==> src/rtl/cmta_pkg.sv <==
// Shared types, constants and helper functions for the color markup converter.
`timescale 1ns / 1ps

package cmta_pkg;

    localparam int unsigned MAX_LEN_RESET = 4096;
    localparam int unsigned QUEUE_DEPTH_DEFAULT = 4;
    localparam int unsigned SEQ_MAX = 10;
    localparam int unsigned MAX_RESULTS = 11;

    localparam logic [7:0] CHAR_ESC   = 8'h1B;
    localparam logic [7:0] CHAR_LBRK  = 8'h5B;
    localparam logic [7:0] CHAR_SEMI  = 8'h3B;
    localparam logic [7:0] CHAR_ZERO  = 8'h30;
    localparam logic [7:0] CHAR_ONE   = 8'h31;
    localparam logic [7:0] CHAR_M     = 8'h6D;
    localparam logic [7:0] CHAR_AMP   = 8'h26;
    localparam logic [7:0] CHAR_SLASH = 8'h2F;
    localparam logic [7:0] CHAR_UA    = 8'h41;
    localparam logic [7:0] CHAR_UZ    = 8'h5A;
    localparam logic [7:0] CHAR_LA    = 8'h61;
    localparam logic [7:0] CHAR_LZ    = 8'h7A;
    localparam logic [5:0] BG_OFFSET  = 6'd10;

    localparam logic [5:0] COLOUR_TABLE [0:25] = '{
        6'd0, 6'd34, 6'd36, 6'd30, 6'd0, 6'd0, 6'd32, 6'd0, 6'd0, 6'd0, 6'd0, 6'd0, 6'd35,
        6'd0, 6'd0, 6'd0, 6'd0, 6'd31, 6'd0, 6'd0, 6'd0, 6'd0, 6'd37, 6'd0, 6'd33, 6'd0
    };

    typedef enum logic [2:0] {
        MODE_IDLE,
        MODE_AMP,
        MODE_FG,
        MODE_SLASH,
        MODE_DONE
    } t_mode;

    // One step's worth of work handed from the front to the back.
    typedef struct packed {
        logic       seq_en;
        logic       bold;
        logic [5:0] fg;
        logic       has_bg;
        logic [5:0] bg;
        logic       plain_en;
        logic [7:0] plain_byte;
        logic       marker;
        logic       str_last;
        logic       ovf;
    } t_cmd;

    typedef logic [SEQ_MAX-1:0][7:0] t_seq;

    // Number of bytes in an escape sequence.
    function automatic logic [3:0] seq_len(input logic [5:0] fg, input logic has_bg);
        logic [3:0] n;
        n = 4'd6;
        if (fg >= 6'd10) begin
            n = n + 4'd1;
        end
        if (has_bg) begin
            n = n + 4'd3;
        end
        return n;
    endfunction

    function automatic logic [3:0] tens_of(input logic [5:0] v);
        logic [3:0] t;
        t = 4'd0;
        for (int k = 1; k <= 6; k++) begin
            if (v >= 6'(k * 10)) begin
                t = 4'(k);
            end
        end
        return t;
    endfunction

    function automatic logic [7:0] ones_char(input logic [5:0] v);
        logic [5:0] r;
        r = v - ({2'b00, tens_of(v)} * 6'd10);
        return CHAR_ZERO + {2'b00, r};
    endfunction

    function automatic logic [7:0] tens_char(input logic [5:0] v);
        return CHAR_ZERO + {4'b0000, tens_of(v)};
    endfunction

    // Bytes of the escape sequence, first byte at index 0.
    function automatic t_seq seq_bytes(input logic bold, input logic [5:0] fg,
                                       input logic has_bg, input logic [5:0] bg);
        t_seq s;
        logic [3:0] n;
        s = '0;
        s[0] = CHAR_ESC;
        s[1] = CHAR_LBRK;
        s[2] = bold ? CHAR_ONE : CHAR_ZERO;
        s[3] = CHAR_SEMI;
        n = 4'd4;
        if (fg >= 6'd10) begin
            s[n] = tens_char(fg);
            n = n + 4'd1;
        end
        s[n] = ones_char(fg);
        n = n + 4'd1;
        if (has_bg) begin
            s[n] = CHAR_SEMI;
            s[n + 4'd1] = tens_char(bg);
            s[n + 4'd2] = ones_char(bg);
            n = n + 4'd3;
        end
        s[n] = CHAR_M;
        return s;
    endfunction

endpackage

==> src/rtl/cmta_front.sv <==
// Front end: parses markup, tracks the output budget and issues at most one command per accepted byte.
`timescale 1ns / 1ps

module cmta_front
    import cmta_pkg::*;
(
    input  logic        i_clk,
    input  logic        i_rst_n,
    input  logic [15:0] i_max_len,
    input  logic        i_accept,
    input  logic [7:0]  i_byte,
    input  logic        i_last,
    output logic        o_push,
    output t_cmd        o_cmd
);

    t_mode      r_mode, n_mode;
    logic [5:0] r_fg, n_fg;
    logic       r_bold, n_bold;
    logic [15:0] r_cnt, n_cnt;
    logic       r_ovf, n_ovf;

    logic        is_upper, is_lower, is_letter;
    logic [4:0]  letter_idx;
    logic [5:0]  colour;
    t_mode       mid_mode;
    logic        seq_req, fresh_req, plain_req, has_bg;
    logic [5:0]  bg_val;
    logic        seq_en, plain_en;
    logic [16:0] seq_sum;
    logic [15:0] cnt_a, cnt_b;
    logic        ovf_a;
    t_mode       mode_a, mode_b;

    assign is_upper   = (i_byte >= CHAR_UA) && (i_byte <= CHAR_UZ);
    assign is_lower   = (i_byte >= CHAR_LA) && (i_byte <= CHAR_LZ);
    assign is_letter  = is_upper || is_lower;
    assign letter_idx = is_upper ? 5'(i_byte - CHAR_UA) : 5'(i_byte - CHAR_LA);
    assign colour     = is_letter ? COLOUR_TABLE[letter_idx] : 6'd0;

    // Tag parsing: decide what this byte asks for before the budget is applied.
    always_comb begin
        mid_mode  = r_mode;
        n_fg      = r_fg;
        n_bold    = r_bold;
        seq_req   = 1'b0;
        fresh_req = 1'b0;
        plain_req = 1'b0;
        has_bg    = 1'b0;
        bg_val    = colour + BG_OFFSET;
        unique case (r_mode)
            MODE_DONE: begin
            end
            MODE_AMP: begin
                mid_mode = MODE_IDLE;
                if (is_letter) begin
                    n_fg     = colour;
                    n_bold   = is_upper;
                    mid_mode = MODE_FG;
                end else begin
                    plain_req = 1'b1;
                end
            end
            MODE_FG: begin
                if (i_byte == CHAR_SLASH) begin
                    mid_mode = MODE_SLASH;
                end else begin
                    mid_mode  = MODE_IDLE;
                    seq_req   = 1'b1;
                    fresh_req = 1'b1;
                end
            end
            MODE_SLASH: begin
                mid_mode = MODE_IDLE;
                seq_req  = 1'b1;
                has_bg   = is_letter;
            end
            default: begin
                mid_mode  = MODE_IDLE;
                fresh_req = 1'b1;
            end
        endcase
        // A tag still open at the end of the string is flushed without background.
        if (i_last && (mid_mode == MODE_FG || mid_mode == MODE_SLASH)) begin
            seq_req = 1'b1;
            has_bg  = 1'b0;
        end
    end

    // Budget: the sequence first, then any plain byte.
    always_comb begin
        seq_en  = 1'b0;
        seq_sum = {1'b0, r_cnt} + 17'(seq_len(n_fg, has_bg));
        cnt_a   = r_cnt;
        ovf_a   = r_ovf;
        mode_a  = mid_mode;
        if (seq_req) begin
            if (seq_sum > {1'b0, i_max_len}) begin
                ovf_a = 1'b1;
            end else begin
                seq_en = 1'b1;
                cnt_a  = seq_sum[15:0];
            end
            if (cnt_a >= i_max_len) begin
                mode_a = MODE_DONE;
                ovf_a  = 1'b1;
            end
        end
        plain_en = plain_req;
        mode_b   = mode_a;
        if (fresh_req && mode_a != MODE_DONE) begin
            if (i_byte == CHAR_AMP) begin
                mode_b = MODE_AMP;
            end else begin
                plain_en = 1'b1;
            end
        end
        cnt_b = cnt_a;
        n_ovf = ovf_a;
        if (plain_en) begin
            cnt_b = cnt_a + 16'd1;
            if (cnt_b >= i_max_len) begin
                mode_b = MODE_DONE;
                n_ovf  = 1'b1;
            end
        end
        n_mode = mode_b;
        n_cnt  = cnt_b;
    end

    always_comb begin
        o_cmd.seq_en     = seq_en;
        o_cmd.bold       = n_bold;
        o_cmd.fg         = n_fg;
        o_cmd.has_bg     = has_bg;
        o_cmd.bg         = bg_val;
        o_cmd.plain_en   = plain_en;
        o_cmd.plain_byte = i_byte;
        o_cmd.marker     = i_last && !seq_en && !plain_en;
        o_cmd.str_last   = i_last;
        o_cmd.ovf        = n_ovf;
    end

    assign o_push = i_accept && (seq_en || plain_en || i_last);

    always_ff @(posedge i_clk) begin
        if (!i_rst_n) begin
            r_mode <= MODE_IDLE;
            r_fg   <= '0;
            r_bold <= 1'b0;
            r_cnt  <= '0;
            r_ovf  <= 1'b0;
        end else if (i_accept) begin
            r_fg   <= n_fg;
            r_bold <= n_bold;
            if (i_last) begin
                r_mode <= MODE_IDLE;
                r_cnt  <= '0;
                r_ovf  <= 1'b0;
            end else begin
                r_mode <= n_mode;
                r_cnt  <= n_cnt;
                r_ovf  <= n_ovf;
            end
        end
    end

    a_last_clears: assert property (@(posedge i_clk) disable iff (!i_rst_n)
        (i_accept && i_last) |=> (r_cnt == '0 && !r_ovf && r_mode == MODE_IDLE))
        else $error("string end did not clear the front state");

    a_done_sets_ovf: assert property (@(posedge i_clk) disable iff (!i_rst_n)
        (r_mode == MODE_DONE) |-> r_ovf)
        else $error("limit reached without overflow flag");

    a_push_has_work: assert property (@(posedge i_clk) disable iff (!i_rst_n)
        o_push |-> (o_cmd.seq_en || o_cmd.plain_en || o_cmd.marker))
        else $error("command pushed with nothing to emit");

endmodule

==> src/rtl/cmta_queue.sv <==
// Short command queue that decouples the parser from the byte emitter.
`timescale 1ns / 1ps

module cmta_queue
    import cmta_pkg::*;
#(
    parameter int unsigned DEPTH = QUEUE_DEPTH_DEFAULT
) (
    input  logic i_clk,
    input  logic i_rst_n,
    input  logic i_push,
    input  t_cmd i_cmd,
    output logic o_full,
    input  logic i_pop,
    output logic o_empty,
    output t_cmd o_cmd
);

    localparam int unsigned PW = (DEPTH > 1) ? $clog2(DEPTH) : 1;
    localparam int unsigned CW = $clog2(DEPTH + 1);

    t_cmd          r_mem [DEPTH];
    logic [PW-1:0] r_wr_ptr, r_rd_ptr;
    logic [CW-1:0] r_count;
    logic          do_push, do_pop;

    function automatic logic [PW-1:0] ptr_inc(input logic [PW-1:0] p);
        return (p == PW'(DEPTH - 1)) ? '0 : p + PW'(1);
    endfunction

    assign o_full  = (r_count == CW'(DEPTH));
    assign o_empty = (r_count == '0);
    assign do_push = i_push && !o_full;
    assign do_pop  = i_pop && !o_empty;
    assign o_cmd   = r_mem[r_rd_ptr];

    always_ff @(posedge i_clk) begin
        if (do_push) begin
            r_mem[r_wr_ptr] <= i_cmd;
        end
    end

    always_ff @(posedge i_clk) begin
        if (!i_rst_n) begin
            r_wr_ptr <= '0;
            r_rd_ptr <= '0;
            r_count  <= '0;
        end else begin
            if (do_push) begin
                r_wr_ptr <= ptr_inc(r_wr_ptr);
            end
            if (do_pop) begin
                r_rd_ptr <= ptr_inc(r_rd_ptr);
            end
            if (do_push && !do_pop) begin
                r_count <= r_count + CW'(1);
            end else if (do_pop && !do_push) begin
                r_count <= r_count - CW'(1);
            end
        end
    end

    a_no_push_when_full: assert property (@(posedge i_clk) disable iff (!i_rst_n)
        o_full |-> !i_push)
        else $error("command pushed into a full queue");

    a_count_bound: assert property (@(posedge i_clk) disable iff (!i_rst_n)
        r_count <= CW'(DEPTH))
        else $error("queue count out of range");

    a_count_track: assert property (@(posedge i_clk) disable iff (!i_rst_n)
        (do_push && !do_pop) |=> (r_count == $past(r_count) + CW'(1)))
        else $error("queue count missed a push");

endmodule

==> src/rtl/cmta_back.sv <==
// Back end: expands each command into output bytes through a one-entry output register.
`timescale 1ns / 1ps

module cmta_back
    import cmta_pkg::*;
(
    input  logic       i_clk,
    input  logic       i_rst_n,
    input  logic       i_q_empty,
    input  t_cmd       i_cmd,
    output logic       o_q_pop,
    input  logic       i_pop,
    output logic       o_empty,
    output logic [7:0] o_out_byte,
    output logic       o_byte_valid,
    output logic       o_run_last,
    output logic       o_string_end,
    output logic       o_overflowed
);

    logic [3:0] r_pos;
    logic       r_full;
    logic [7:0] r_byte;
    logic       r_valid, r_run_last, r_str_end, r_ovf;

    t_seq       seq;
    logic [3:0] len, total;
    logic       load, at_end;
    logic [7:0] cur_byte;
    logic       cur_valid;

    assign seq   = seq_bytes(i_cmd.bold, i_cmd.fg, i_cmd.has_bg, i_cmd.bg);
    assign len   = i_cmd.seq_en ? seq_len(i_cmd.fg, i_cmd.has_bg) : 4'd0;
    assign total = len + {3'b000, i_cmd.plain_en} + {3'b000, i_cmd.marker};
    assign at_end = (r_pos == total - 4'd1);

    // Sequence bytes come first, then the plain byte, or the empty end marker.
    always_comb begin
        priority if (r_pos < len) begin
            cur_byte  = seq[r_pos];
            cur_valid = 1'b1;
        end else if (i_cmd.plain_en) begin
            cur_byte  = i_cmd.plain_byte;
            cur_valid = 1'b1;
        end else begin
            cur_byte  = 8'd0;
            cur_valid = 1'b0;
        end
    end

    assign load    = !i_q_empty && (!r_full || i_pop);
    assign o_q_pop = load && at_end;

    always_ff @(posedge i_clk) begin
        if (!i_rst_n) begin
            r_pos  <= '0;
            r_full <= 1'b0;
        end else begin
            if (load) begin
                r_pos  <= at_end ? 4'd0 : r_pos + 4'd1;
                r_full <= 1'b1;
            end else if (i_pop) begin
                r_full <= 1'b0;
            end
        end
    end

    always_ff @(posedge i_clk) begin
        if (load) begin
            r_byte     <= cur_byte;
            r_valid    <= cur_valid;
            r_run_last <= at_end;
            r_str_end  <= at_end && i_cmd.str_last;
            r_ovf      <= i_cmd.ovf;
        end
    end

    assign o_empty      = !r_full;
    assign o_out_byte   = r_byte;
    assign o_byte_valid = r_valid;
    assign o_run_last   = r_run_last;
    assign o_string_end = r_str_end;
    assign o_overflowed = r_ovf;

    a_pos_bound: assert property (@(posedge i_clk) disable iff (!i_rst_n)
        r_pos < 4'(MAX_RESULTS))
        else $error("emitter position out of range");

    a_pos_idle_zero: assert property (@(posedge i_clk) disable iff (!i_rst_n)
        i_q_empty |-> (r_pos == 4'd0))
        else $error("emitter stranded mid command");

    a_end_marks_run: assert property (@(posedge i_clk) disable iff (!i_rst_n)
        (r_full && r_str_end) |-> r_run_last)
        else $error("string end without run end");

endmodule

==> src/rtl/color_markup_to_ansi_escape_core.sv <==
// Top level of the color markup to ANSI escape converter.
// The first result of a byte passes through the command queue and the output register to the result ports.
// One byte is accepted per cycle while the command queue (QUEUE_DEPTH entries) has room.
// Results leave one per cycle while pop is held; a byte causes from none up to 10 results (a tag with a
// background being longest), and input stalls only when pending commands fill the queue.
// Reset is synchronous and active low; it empties the queue and restores max_len to 4096.
`timescale 1ns / 1ps

module color_markup_to_ansi_escape_core
    import cmta_pkg::*;
#(
    parameter int unsigned QUEUE_DEPTH = QUEUE_DEPTH_DEFAULT
) (
    input  logic        i_clk,
    input  logic        i_rst_n,
    input  logic        i_cfg_valid,
    output logic        o_cfg_ready,
    input  logic [15:0] i_cfg_max_len,
    input  logic        push,
    output logic        full,
    input  logic [7:0]  i_in_byte,
    input  logic        i_string_last,
    output logic        empty,
    input  logic        pop,
    output logic [7:0]  o_out_byte,
    output logic        o_byte_valid,
    output logic        o_run_last,
    output logic        o_string_end,
    output logic        o_overflowed
);

    logic [15:0] r_max_len;
    logic        accept;
    logic        f_push, q_full, q_empty, q_pop;
    t_cmd        f_cmd, q_cmd;

    assign o_cfg_ready = 1'b1;

    always_ff @(posedge i_clk) begin
        if (!i_rst_n) begin
            r_max_len <= 16'(MAX_LEN_RESET);
        end else if (i_cfg_valid && o_cfg_ready) begin
            r_max_len <= i_cfg_max_len;
        end
    end

    assign full   = q_full;
    assign accept = push && !q_full;

    cmta_front u_front (
        .i_clk     (i_clk),
        .i_rst_n   (i_rst_n),
        .i_max_len (r_max_len),
        .i_accept  (accept),
        .i_byte    (i_in_byte),
        .i_last    (i_string_last),
        .o_push    (f_push),
        .o_cmd     (f_cmd)
    );

    cmta_queue #(
        .DEPTH (QUEUE_DEPTH)
    ) u_queue (
        .i_clk   (i_clk),
        .i_rst_n (i_rst_n),
        .i_push  (f_push),
        .i_cmd   (f_cmd),
        .o_full  (q_full),
        .i_pop   (q_pop),
        .o_empty (q_empty),
        .o_cmd   (q_cmd)
    );

    cmta_back u_back (
        .i_clk        (i_clk),
        .i_rst_n      (i_rst_n),
        .i_q_empty    (q_empty),
        .i_cmd        (q_cmd),
        .o_q_pop      (q_pop),
        .i_pop        (pop),
        .o_empty      (empty),
        .o_out_byte   (o_out_byte),
        .o_byte_valid (o_byte_valid),
        .o_run_last   (o_run_last),
        .o_string_end (o_string_end),
        .o_overflowed (o_overflowed)
    );

endmodule
==> config.mk <==
export PLATFORM = sky130hd
export DESIGN_NAME = color_markup_to_ansi_escape_core
export DESIGN_NICKNAME = d
export VERILOG_FILES = /design/src/rtl/cmta_pkg.sv /design/src/rtl/cmta_front.sv /design/src/rtl/cmta_queue.sv /design/src/rtl/cmta_back.sv /design/src/rtl/color_markup_to_ansi_escape_core.sv
export SDC_FILE = /design/constraint.sdc
export NUM_CORES = 1
export LEC_CHECK = 0
export BUFFER_PORTS_ARGS = -buffer_cell sky130_fd_sc_hd__buf_2
export CAP_MARGIN = 20
export CORE_MARGIN = 2
export CORE_UTILIZATION = 63
export DETAILED_ROUTE_END_ITERATION = 8
export GPL_TIMING_DRIVEN = 0
export PLACE_DENSITY = 0.88
export SLEW_MARGIN = 10
export SYNTH_ARGS = -nofsm -noshare
export SYNTH_HDL_FRONTEND = slang
export SYNTH_SLANG_ARGS = --single-unit
export TNS_END_PERCENT = 50
==> constraint.sdc <==
create_clock -name i_clk -period 12.65 [get_ports i_clk]
set_input_delay 1.8975 -clock i_clk [delete_from_list [all_inputs] [get_ports i_clk]]
set_output_delay 1.8975 -clock i_clk [all_outputs]
set_load 0.1 [all_outputs]
Word-level counts from Yosys, hierarchy flattened
Memory sizes are Yosys's and may differ from the RTL's. A register that Yosys moved wholly into a read port is not among the register bits.
Index checks and enable logic that the tools add are counted.
{"block": "totals", "ff_bits": 67, "latchBits": 0, "ram_bits": 108, "mem_bits_ro": 192, "input_bits": 30, "output_inout_bits": 15, "word_cells": 233, "mem_count": 2}
{"block": "classes", "add_sub_neg": 25, "multipliers": 2, "div_mod_pow": 0, "order_cmp": 33, "eq_ne": 13, "shifts": 0, "muxes": 99, "bitwise_logic": 7, "reduce_logical": 36}
{"memory": "(no name shown)", "depth": 32, "word_bits": 6, "rd": 1, "rd_clocked_by_memory_dff": 0, "write_ports": 0, "line": "cmta_front.sv:39", "rtl": "assign colour = is_letter ? COLOUR_TABLE[letter_idx] : 6'd0;"}
{"memory": "u_queue.r_mem", "depth": 4, "word_bits": 27, "rd": 1, "rd_clocked_by_memory_dff": 1, "write_ports": 1, "line": "cmta_queue.sv:22", "rtl": "t_cmd r_mem [DEPTH];"}
{"op": "$bwmux W80", "n": 3}
{"op": "$demux W8 S4", "n": 5}
{"op": "$or A50 B50 Y50", "n": 2}
{"op": "$mux W16", "n": 5}
{"op": "$mux W80", "n": 1}
{"op": "$mux W8", "n": 9}
{"op": "$and A30 B30 Y30", "n": 2}
{"op": "$not A30 Y30", "n": 2}
{"op": "$mux W3", "n": 18}
{"op": "$ge A6 B6 Y1 const B", "n": 7}
{"op": "$bmux W8 S4", "n": 1}
{"op": "$ge A16 B16 Y1", "n": 2}
{"op": "$mux W6", "n": 5}
{"op": "$mux W1", "n": 29}
{"op": "$mux W4", "n": 7}
{"op": "$lt A4 B5 Y1 const B", "n": 5}
{"op": "$ge A6 B5 Y1 const B", "n": 4}
{"op": "$mux W2", "n": 12}
{"op": "$logic_and A1 B1 Y1", "n": 20}
{"op": "$ge A6 B4 Y1 const B", "n": 3}
{"op": "$add A16 B4 Y17", "n": 1}
{"op": "$gt A17 B16 Y1", "n": 1}
{"op": "$add A16 B1 Y16 const B", "n": 1}
{"op": "$eq A8 B6 Y1 const B", "n": 2}
{"op": "37 further kinds", "n": 68}

Logic depth before layout (Yosys ltp)
Gate-level depths: netlist (run 1).
{"block": "depth", "ltp_word": 32, "ltp_mapped": 47, "mapped_depth_nobuf": 42}

Modules after synthesis
Synthesis (run 1) repeated with hierarchy kept, for this count alone.
{"block": "unflattened", "cells_unflattened": 1163, "hier_area_um2": 11967.7}
{"mod": "cmta_front", "n_inst": 1, "cells_per_inst": 615, "area_per_inst_um2": 4536.9, "seq_area_each_um2": 540.5}
{"mod": "cmta_queue", "n_inst": 1, "cells_per_inst": 192, "area_per_inst_um2": 4424.2, "seq_area_each_um2": 3423.3}
{"mod": "cmta_back", "n_inst": 1, "cells_per_inst": 302, "area_per_inst_um2": 2376.0, "seq_area_each_um2": 460.4}
{"mod": "color_markup_to_ansi_escape_core", "n_inst": 1, "cells_per_inst": 54, "area_per_inst_um2": 630.6, "seq_area_each_um2": 320.3}

Least setup slack after synthesis (run 1)
OpenSTA, ideal clock, no wires.
{"block": "synth_path", "path_type": "input port to flip-flop", "from": "in i_in_byte[0]", "to": "reg u_queue.r_count[2]", "setup_ns": 0.076, "arrival_ns": 10.407, "required_time_ns": 12.574, "path_slack_ns": 2.168, "path_stages": 43, "n_path_buf": 5, "path_cell_list": "inv_1 > ha_1 > nor3b_1 > xnor2_1 > mux2i_1 > nor2_1 > mux2_2 > nor3_1 > ha_1 > inv_1 > ha_1 > a211oi_1 > o21ba_2 > clkbuf_1 > nor3_1 > nand2_1 > xnor2_1 > ha_1 > (+7 left out) > nand2_1 > xnor2_1 > ha_1 > and4_1 > a32oi_1 > a21oi_1 > a211o_1 > nand2_1 > a21oi_2 > inv_1 > o31a_1 > clkbuf_1 > ha_1 > inv_1 > fa_1 > xor2_1 > or3_1 > a21boi_0"}
{"item": "start, declared", "line": "color_markup_to_ansi_escape_core.sv:21", "rtl": "input logic [7:0] i_in_byte,"}
{"item": "end signal, assigned", "line": "cmta_queue.sv:56", "rtl": "r_count <= r_count + CW'(1);"}
{"item": "end signal, assigned", "line": "cmta_queue.sv:58", "rtl": "r_count <= r_count - CW'(1);"}
{"item": "end, declared", "line": "cmta_queue.sv:24", "rtl": "logic [CW-1:0] r_count;"}

Final worst setup path (run 1)
{"block": "layout_path", "from": "in i_in_byte[0]", "to": "reg u_queue.r_count[2]"}
{"block": "layout_between", "elab_chain_len": 31, "elab_cells_between_ends": 60, "cone_classes": "add/sub (4); order compare (7); eq/ne (5); mux (28); bitwise (1); reduce/logical (14); memory (1)"}
{"item": "$ge A8 B7 Y1 / $le A8 B7 Y1 (equally long branches)", "line": "cmta_front.sv:35", "rtl": "assign is_upper = (i_byte >= CHAR_UA) && (i_byte <= CHAR_UZ);"}
{"item": "$logic_and A1 B1 Y1", "line": "cmta_front.sv:35"}
{"item": "$mux W5", "line": "cmta_front.sv:38", "rtl": "assign letter_idx = is_upper ? 5'(i_byte - CHAR_UA) : 5'(i_byte - CHAR_LA);"}
{"item": "$not A5 Y6 (implied by the code)", "line": "cmta_front.sv:39"}
{"item": "$mem_v2 Z32 W6"}
{"item": "$mux W6 (implied by the code) (2 in series)", "line": "cmta_front.sv:39"}
{"item": "$mux W6", "line": "cmta_front.sv:39"}
{"item": "$mux W6", "line": "cmta_front.sv:56", "rtl": "if (is_letter) begin"}
{"item": "(+14 left out)"}
{"item": "$mux W1", "line": "cmta_front.sv:111", "rtl": "if (fresh_req && mode_a != MODE_DONE) begin"}
{"item": "$logic_or A1 B1 Y1 * (2 in series)", "line": "cmta_front.sv:144", "rtl": "assign o_push = i_accept && (seq_en || plain_en || i_last);"}
{"item": "$logic_and A1 B1 Y1 *", "line": "cmta_front.sv:144"}
{"item": "$logic_and A1 B1 Y1 *", "line": "cmta_queue.sv:33", "rtl": "assign do_push = i_push && !o_full;"}
{"item": "via u_queue.do_push", "line": "cmta_queue.sv:25", "rtl": "logic do_push, do_pop;"}
{"item": "$logic_not A1 Y1", "line": "cmta_queue.sv:57", "rtl": "end else if (do_pop && !do_push) begin"}
{"item": "$logic_and A1 B1 Y1", "line": "cmta_queue.sv:57"}
{"item": "$reduce_bool A2 Y1 (no source line)"}
Mark *: on every way through the listed nets, which the timed path passes. The rest lies on a longest branch. The select of a mux whose other input is x is not followed.
A chain may end at the register's enable or synchronous reset.

==> results of run 1 <==
## registers in the layout, summed over array words and instances (netlist names), named ones only
name                 cells
u_front.r_mode           3
u_back.o_overflowed      1
u_queue.r_mem          108
u_front.r_ovf            1
u_queue.r_wr_ptr         2
r_max_len               16
u_back.o_string_end      1
u_back.o_byte_valid      1
u_back.r_pos             4
u_queue.r_count          3
u_queue.r_rd_ptr         2
u_back.r_full            1
u_back.o_run_last        1
u_back.o_out_byte        8
u_front.r_cnt           16
u_front.r_bold           1
u_front.r_fg             6
## worst register-to-register path, delay by kind of cell (launching register included)
family | cells | cell delay (ps)
AO/OA/AOI/OAI | 10 | 2190
XOR/XNOR | 3 | 550
adder cells (fa/ha/maj) | 7 | 1970
buffers and inverters | 9 | 1920
flip-flops | 1 | 350
multiplexers | 1 | 390
AND/OR/NAND/NOR | 13 | 2830
## final cells by class
| type | count | area share (%) |
|---|---|---|
| repair buffers | 47 | 2.00 |
| inverters | 69 | 2.02 |
| clock buffers | 17 | 3.31 |
| plain buffers | 59 | 1.96 |
| clock inverters | 15 | 1.59 |
| well taps | 229 | 2.23 |
| flip-flops and latches | 177 | 36.9 |
| multi-input cells | 831 | 50.0 |
## worst paths after layout
check	start	to	slack, ps
setup / recovery	i_in_byte[0]	u_queue.r_count[2]	400
hold / removal	u_front.r_bold	u_front.r_bold	480
setup reg to reg	u_front.r_mode[2]	u_queue.r_count[2]	2410
hold reg to reg	u_front.r_bold	u_front.r_bold	480
## power by group through the flow
| stage | sequential [mW] | clock (mW) | combinational, mW |
|---|---|---|---|
| finish | 0.744 | 0.545 | 1.08 |
| global route | 0.750 | 0.570 | 1.18 |
| CTS | 0.743 | 0.548 | 1.07 |
| detailed placement | 0.754 | 0 | 1.06 |
| global placement | 0.751 | 0 | 1.01 |
| floorplan | 0.879 | 0 | 0.675 |
## per-layer routing
metal / track usage [%] / share of wire [%] / vias up
met4: 16.3 / 4.9 / 0
met1: 38.7 / 39 / 4443
met5: 0 / 0 / -
met3: 4.68 / 8.0 / 132
met2: 50.8 / 48 / 535
li1: - / - / 4343
## stage by stage
step	TNS (ps)	setup WS [ps]
finish	0	399
global route	-163	-163
CTS	0	156
detailed placement	-35410	-628
global placement	-59060	-566
floorplan	0	2170
## logic make-up (layout without fill, tap and decap cells)
| logic type | count (synthesis) | count (layout) | synth area share [%] |
|---|---|---|---|
| buffers and inverters | 128 | 207 | 4.35 |
| other | 1 | 1 | 0.0323 |
| adder cells (fa/ha/maj) | 101 | 101 | 11.2 |
| AND/OR/NAND/NOR | 334 | 334 | 14.8 |
| AO/OA/AOI/OAI | 262 | 262 | 15.3 |
| flip-flops | 177 | 177 | 40.8 |
| multiplexers | 62 | 62 | 8.20 |
| XOR/XNOR | 71 | 71 | 5.35 |
## layout by cell type (no fill, tap or decap), types with 19 or more instances in the layout
master	count
a21o_1	22
ha_1	95
xnor2_1	54
buf_2	54
mux4_2	26
mux2i_1	29
nor2_1	59
dfxtp_1	57
nand2_1	88
a21oi_1	48
nand3_1	39
a31oi_1	19
nor2b_1	30
o21ai_0	54
inv_1	67
clkbuf_1	42
edfxtp_1	120
## repair_timing
item | 4_1_cts | 5_1_grt
setup buffers | 0 | 2
hold buffers | 0 | 0
pin swaps | 0 | 1
resized for setup | 2 | 11
endpoints found under the setup margin | 19 | 122
==> impl_metrics.ini, run 1 <==
[run_status]
outcome = finished clean

[synthesis]
synth_most_common_cell = edfxtp_1
synth_top_area_share_pct = 31.0
synth.cells.most_frequent = edfxtp_1, ha_1, nand2_1
synth_seq_cells = 177
ys_seq_area_share_pct = 40.8
netlist_top_cells_area = edfxtp_1, ha_1, dfxtp_1
synth_warnings = 0
synth_top_area_cell = edfxtp_1
synth_edf_count = 120
avgSynthCellArea_um2 = 10.2
synth_area_um2 = 11600
synth_nets = 1266
synthDistinctLibCells = 76
synth_cells = 1136
async_flop_share_pct = 0
ys_dominant_reg_cell = edfxtp_1

[clock_network]
clk_pin_slew_worst_paths_ps = 80
clk_path_buf_depth = 2
cts_buffers = 17
clock_latency_ps = 440
clkSinkCount = 177
cts_root_buf = clkbuf_16
h-tree-depth = 4
cts_tree = yes

[pwr]
vdd_drop_max_uv = 200
power_density_nw_per_um2 = 184
seqPwrFrac_pct = 31.4
power_switching_mw = 1.02
pwr-share-clk_pct = 23.0
total_power_mw = 2.37
p_leak_nw = 4.96
comb_power_share_pct = 45.6
p_sw_share_pct = 42.9
p_int_mw = 1.35

[detailed_routing]
drc = 0
firstDrtPassIters = 5
wl_um = 29600
via_per_inst = 6.55
dr_total_vias = 9453
drt-initial-drc-count = 908
wl_per_cell_um = 20.5
ant_nets = 0

[final_layout]
layout-drive-gt1-share_pct = 12.4
utilization_pct = 71.3
stdcell_area_um2 = 12800
diodes = 0
multi_input_area_um2 = 6420
fin_nets = 1332
layout.area.seq_um2 = 4740
final_cells = 1444
syn_to_final_growth_pct = 10.5
nFillCells = 1288

[place]
hpwl_um = 21000
globalplace.congestion = 0.999
io_buffers = 42
postPlaceCellArea_um2 = 12200
placedCellCount = 1410

[setup_path]
cpLargestDelayFamily = simple AND/OR/NAND/NOR gates
worst_setup_path_end_kind = flop
critPathRequiredTime_ps = 13020
worstPathArrival_ps = 12620
cp_slowest_cell = nor3_1
max_stage_delay_ps = 400
critical_path_depth = 46
cpMostUsedCell = ha_1
startpoint_type = primary input
crit_path_max_fanout = 12
cp_num_buf_inv = 10
ff2ff_path_depth = 43
crit_type = in -> reg

[timing]
setup-violations-final = 0
timing.final.crit_period_ps = 12250
hold_viol = 0
holdWs_ps = 475
max_freq_ghz = 0.0816
tightestPinTransition_ps = 934
slew_headroom_pct = 37.1
fin_crit_sh_pct = 96.8
grt_setup_unrepaired = yes
slew_viol_final = 0
finClkSkew_ps = 16.2

[floorplanning]
die_area_um2 = 19600
ios = 45
start_util_pct = 64.5
die_h_um = 140
fp-row-count = 49
core_um2 = 18000
die_x_um = 140

[global_routing]
antenna_found_initial = 0
track_usage_pct = 30.6
grt_start_max_net_pins = 28
grt_pass1_wl_um = 47300
gr-total-overflow = 0
grt_pass1_vias = 9175

[worst_hold_path]
hold_path.class = reg -> reg
holdPathStages = 2

[run]
cap_violations = 0
(Power assumes the default switching activity.)
==> inputs of run 2 (changes only) <==
- GPL_TIMING_DRIVEN: 0 -> 1
==> run 2 against run 1 <==
Die area did not move; combinational power about the same; utilization decreased by 1.2 points; worst setup slack improved by 660 ps; global-route usage down 0.83 points; sequential power is essentially flat; non-clock buffer count is 48 lower; register-to-register slack improved by 770 ps; worst hold slack gained 4.1 ps; cell count shrank 3.3%; clock power rose by 2%; largest cell class unchanged; largest power group unchanged; highest routed layer is now met5.
==> impl_metrics.ini, run 2 (synthesis results as in run 1) <==
[timing]
hold_viol = 0
slew_headroom_pct = 32.8
fin_crit_sh_pct = 91.6
max_freq_ghz = 0.0863
holdWs_ps = 480
finClkSkew_ps = 12.9
fin_ws_ps = 1060
setup-violations-final = 0
slew_viol_final = 0
tightestPinTransition_ps = 999
grt_setup_unrepaired = no
timing.final.crit_period_ps = 11590
finalSetupTns_ps = 0

[setup_path]
worst_setup_path_end_kind = flop
crit_type = in -> reg
critPathRequiredTime_ps = 12790
crit_path_max_fanout = 14
max_stage_delay_ps = 560
cp_slowest_cell = o21ai_0
cpMostUsedCell = ha_1
startpoint_type = primary input
cp_num_buf_inv = 3
worstPathArrival_ps = 11730
cpLargestDelayFamily = simple AND/OR/NAND/NOR gates

[final_layout]
fin_nets = 1284
syn_to_final_growth_pct = 8.64
final_cell_mix = edfxtp_1, ha_1, nand2_1, inv_1, nor2_1
final_cells = 1396
layout-drive-gt1-share_pct = 11.9
largest_register_ffs = 108
final_common_cell = edfxtp_1
diodes = 0
largestRegisters = u_queue.r_mem: 108 flops, r_max_len: 16 flops, u_front.r_cnt: 16 flops
regMostFlops = u_queue.r_mem
stdcell_area_um2 = 12600

[place]
pre_cts_ws_ps = 1110
postPlaceCellArea_um2 = 12000
io_buffers = 43
globalplace.congestion = 0.961
placedCellCount = 1364
hpwl_um = 19600

[detailed_routing]
dr_total_vias = 9216
ant_nets = 0
drc = 0
wl_um = 28300
drt-initial-drc-count = 1002
wl_per_cell_um = 20.3
via_per_inst = 6.60
firstDrtPassIters = 6

[global_routing]
grt_pass1_wl_um = 46200
antenna_found_initial = 1
gr-total-overflow = 0
track_usage_pct = 29.8
grt_start_max_net_pins = 45
grt_pass1_vias = 9147

[clock_network]
cts_tree = yes
holdBufCountCts = 0
clock_latency_ps = 450
clk_pin_slew_worst_paths_ps = 70
cts_buffers = 17
h-tree-depth = 4
cts_root_buf = clkbuf_16
cts-resized-gates = 0
clk_path_buf_depth = 2
cts_setup_buffers = 0
clkSinkCount = 177

[floorplanning]
die_h_um = 140
die_area_um2 = 19600
start_util_pct = 64.5
fp-row-count = 49
core_um2 = 18000
die_x_um = 140
ios = 45

[run]
cap_violations = 0

[pwr]
vdd_drop_max_uv = 263
p_leak_nw = 4.87
power_density_nw_per_um2 = 188

[run_status]
outcome = finished clean

[worst_hold_path]
hold_path.class = reg -> reg
run 2: cell types whose count changed in the layout (fill, tap and decap cells not counted), moves of 3 or more:
cell / previous run / this run
buf_2: 54 / 43
and2_1: 17 / 20
clkbuf_1: 42 / 0
and2_2: 3 / 0
buf_4: 3 / 15
clkinv_8: 7 / 3
run 2: tightest hold or removal path, stage by stage, from the launching register on:
cell and delay, ps:
dfxtp_1 310, nand2_1 50, a21boi_0 70
run 2: final timing paths:
path / start / to / slack [ps] / depth (start not counted)
worst max-delay path: i_in_byte[1] / u_queue.r_mem[2][0] / 1060 / 42
worst min-delay path: u_front.r_bold / u_front.r_bold / 480 / 2
worst max register to register: u_front.r_mode[2] / u_queue.r_mem[2][0] / 3180 / 36
worst min register to register: u_front.r_bold / u_front.r_bold / 480 / 2
run 2: routing by layer:
| metal | wire [um] | track usage [%] | up-vias |
|---|---|---|---|
| li1 | - | - | 4237 |
| met1 | 10900 | 36.9 | 4325 |
| met2 | 13800 | 49.6 | 536 |
| met3 | 2150 | 5.47 | 116 |
| met4 | 1360 | 15.9 | 2 |
| met5 | 10 | 0 | - |
run 2: layout make-up:
class	count	area (um^2)
Clock buffer	17	425
Clock inverter	15	206
Fill cell	1287	5400
Inverter	69	259
Multi-Input combinational cell	831	6380
Sequential cell	177	4750
Tap cell	229	287
Timing Repair Buffer	58	328
run 2: stage by stage:
stage / utilization [%] / power [mW]
finish: 70.1 / 2.37
global placement: 66.5 / 1.74
global route: 70.1 / 2.49
CTS: 70.1 / 2.36
floorplan: - / 1.55
detailed placement: 66.5 / 1.79
run 2: where the power goes:
part           total, mW  internal, mW  switching (mW)
Clock              0.558         0.304           0.254
Combinational       1.07         0.363           0.710
Sequential         0.742         0.709          0.0322
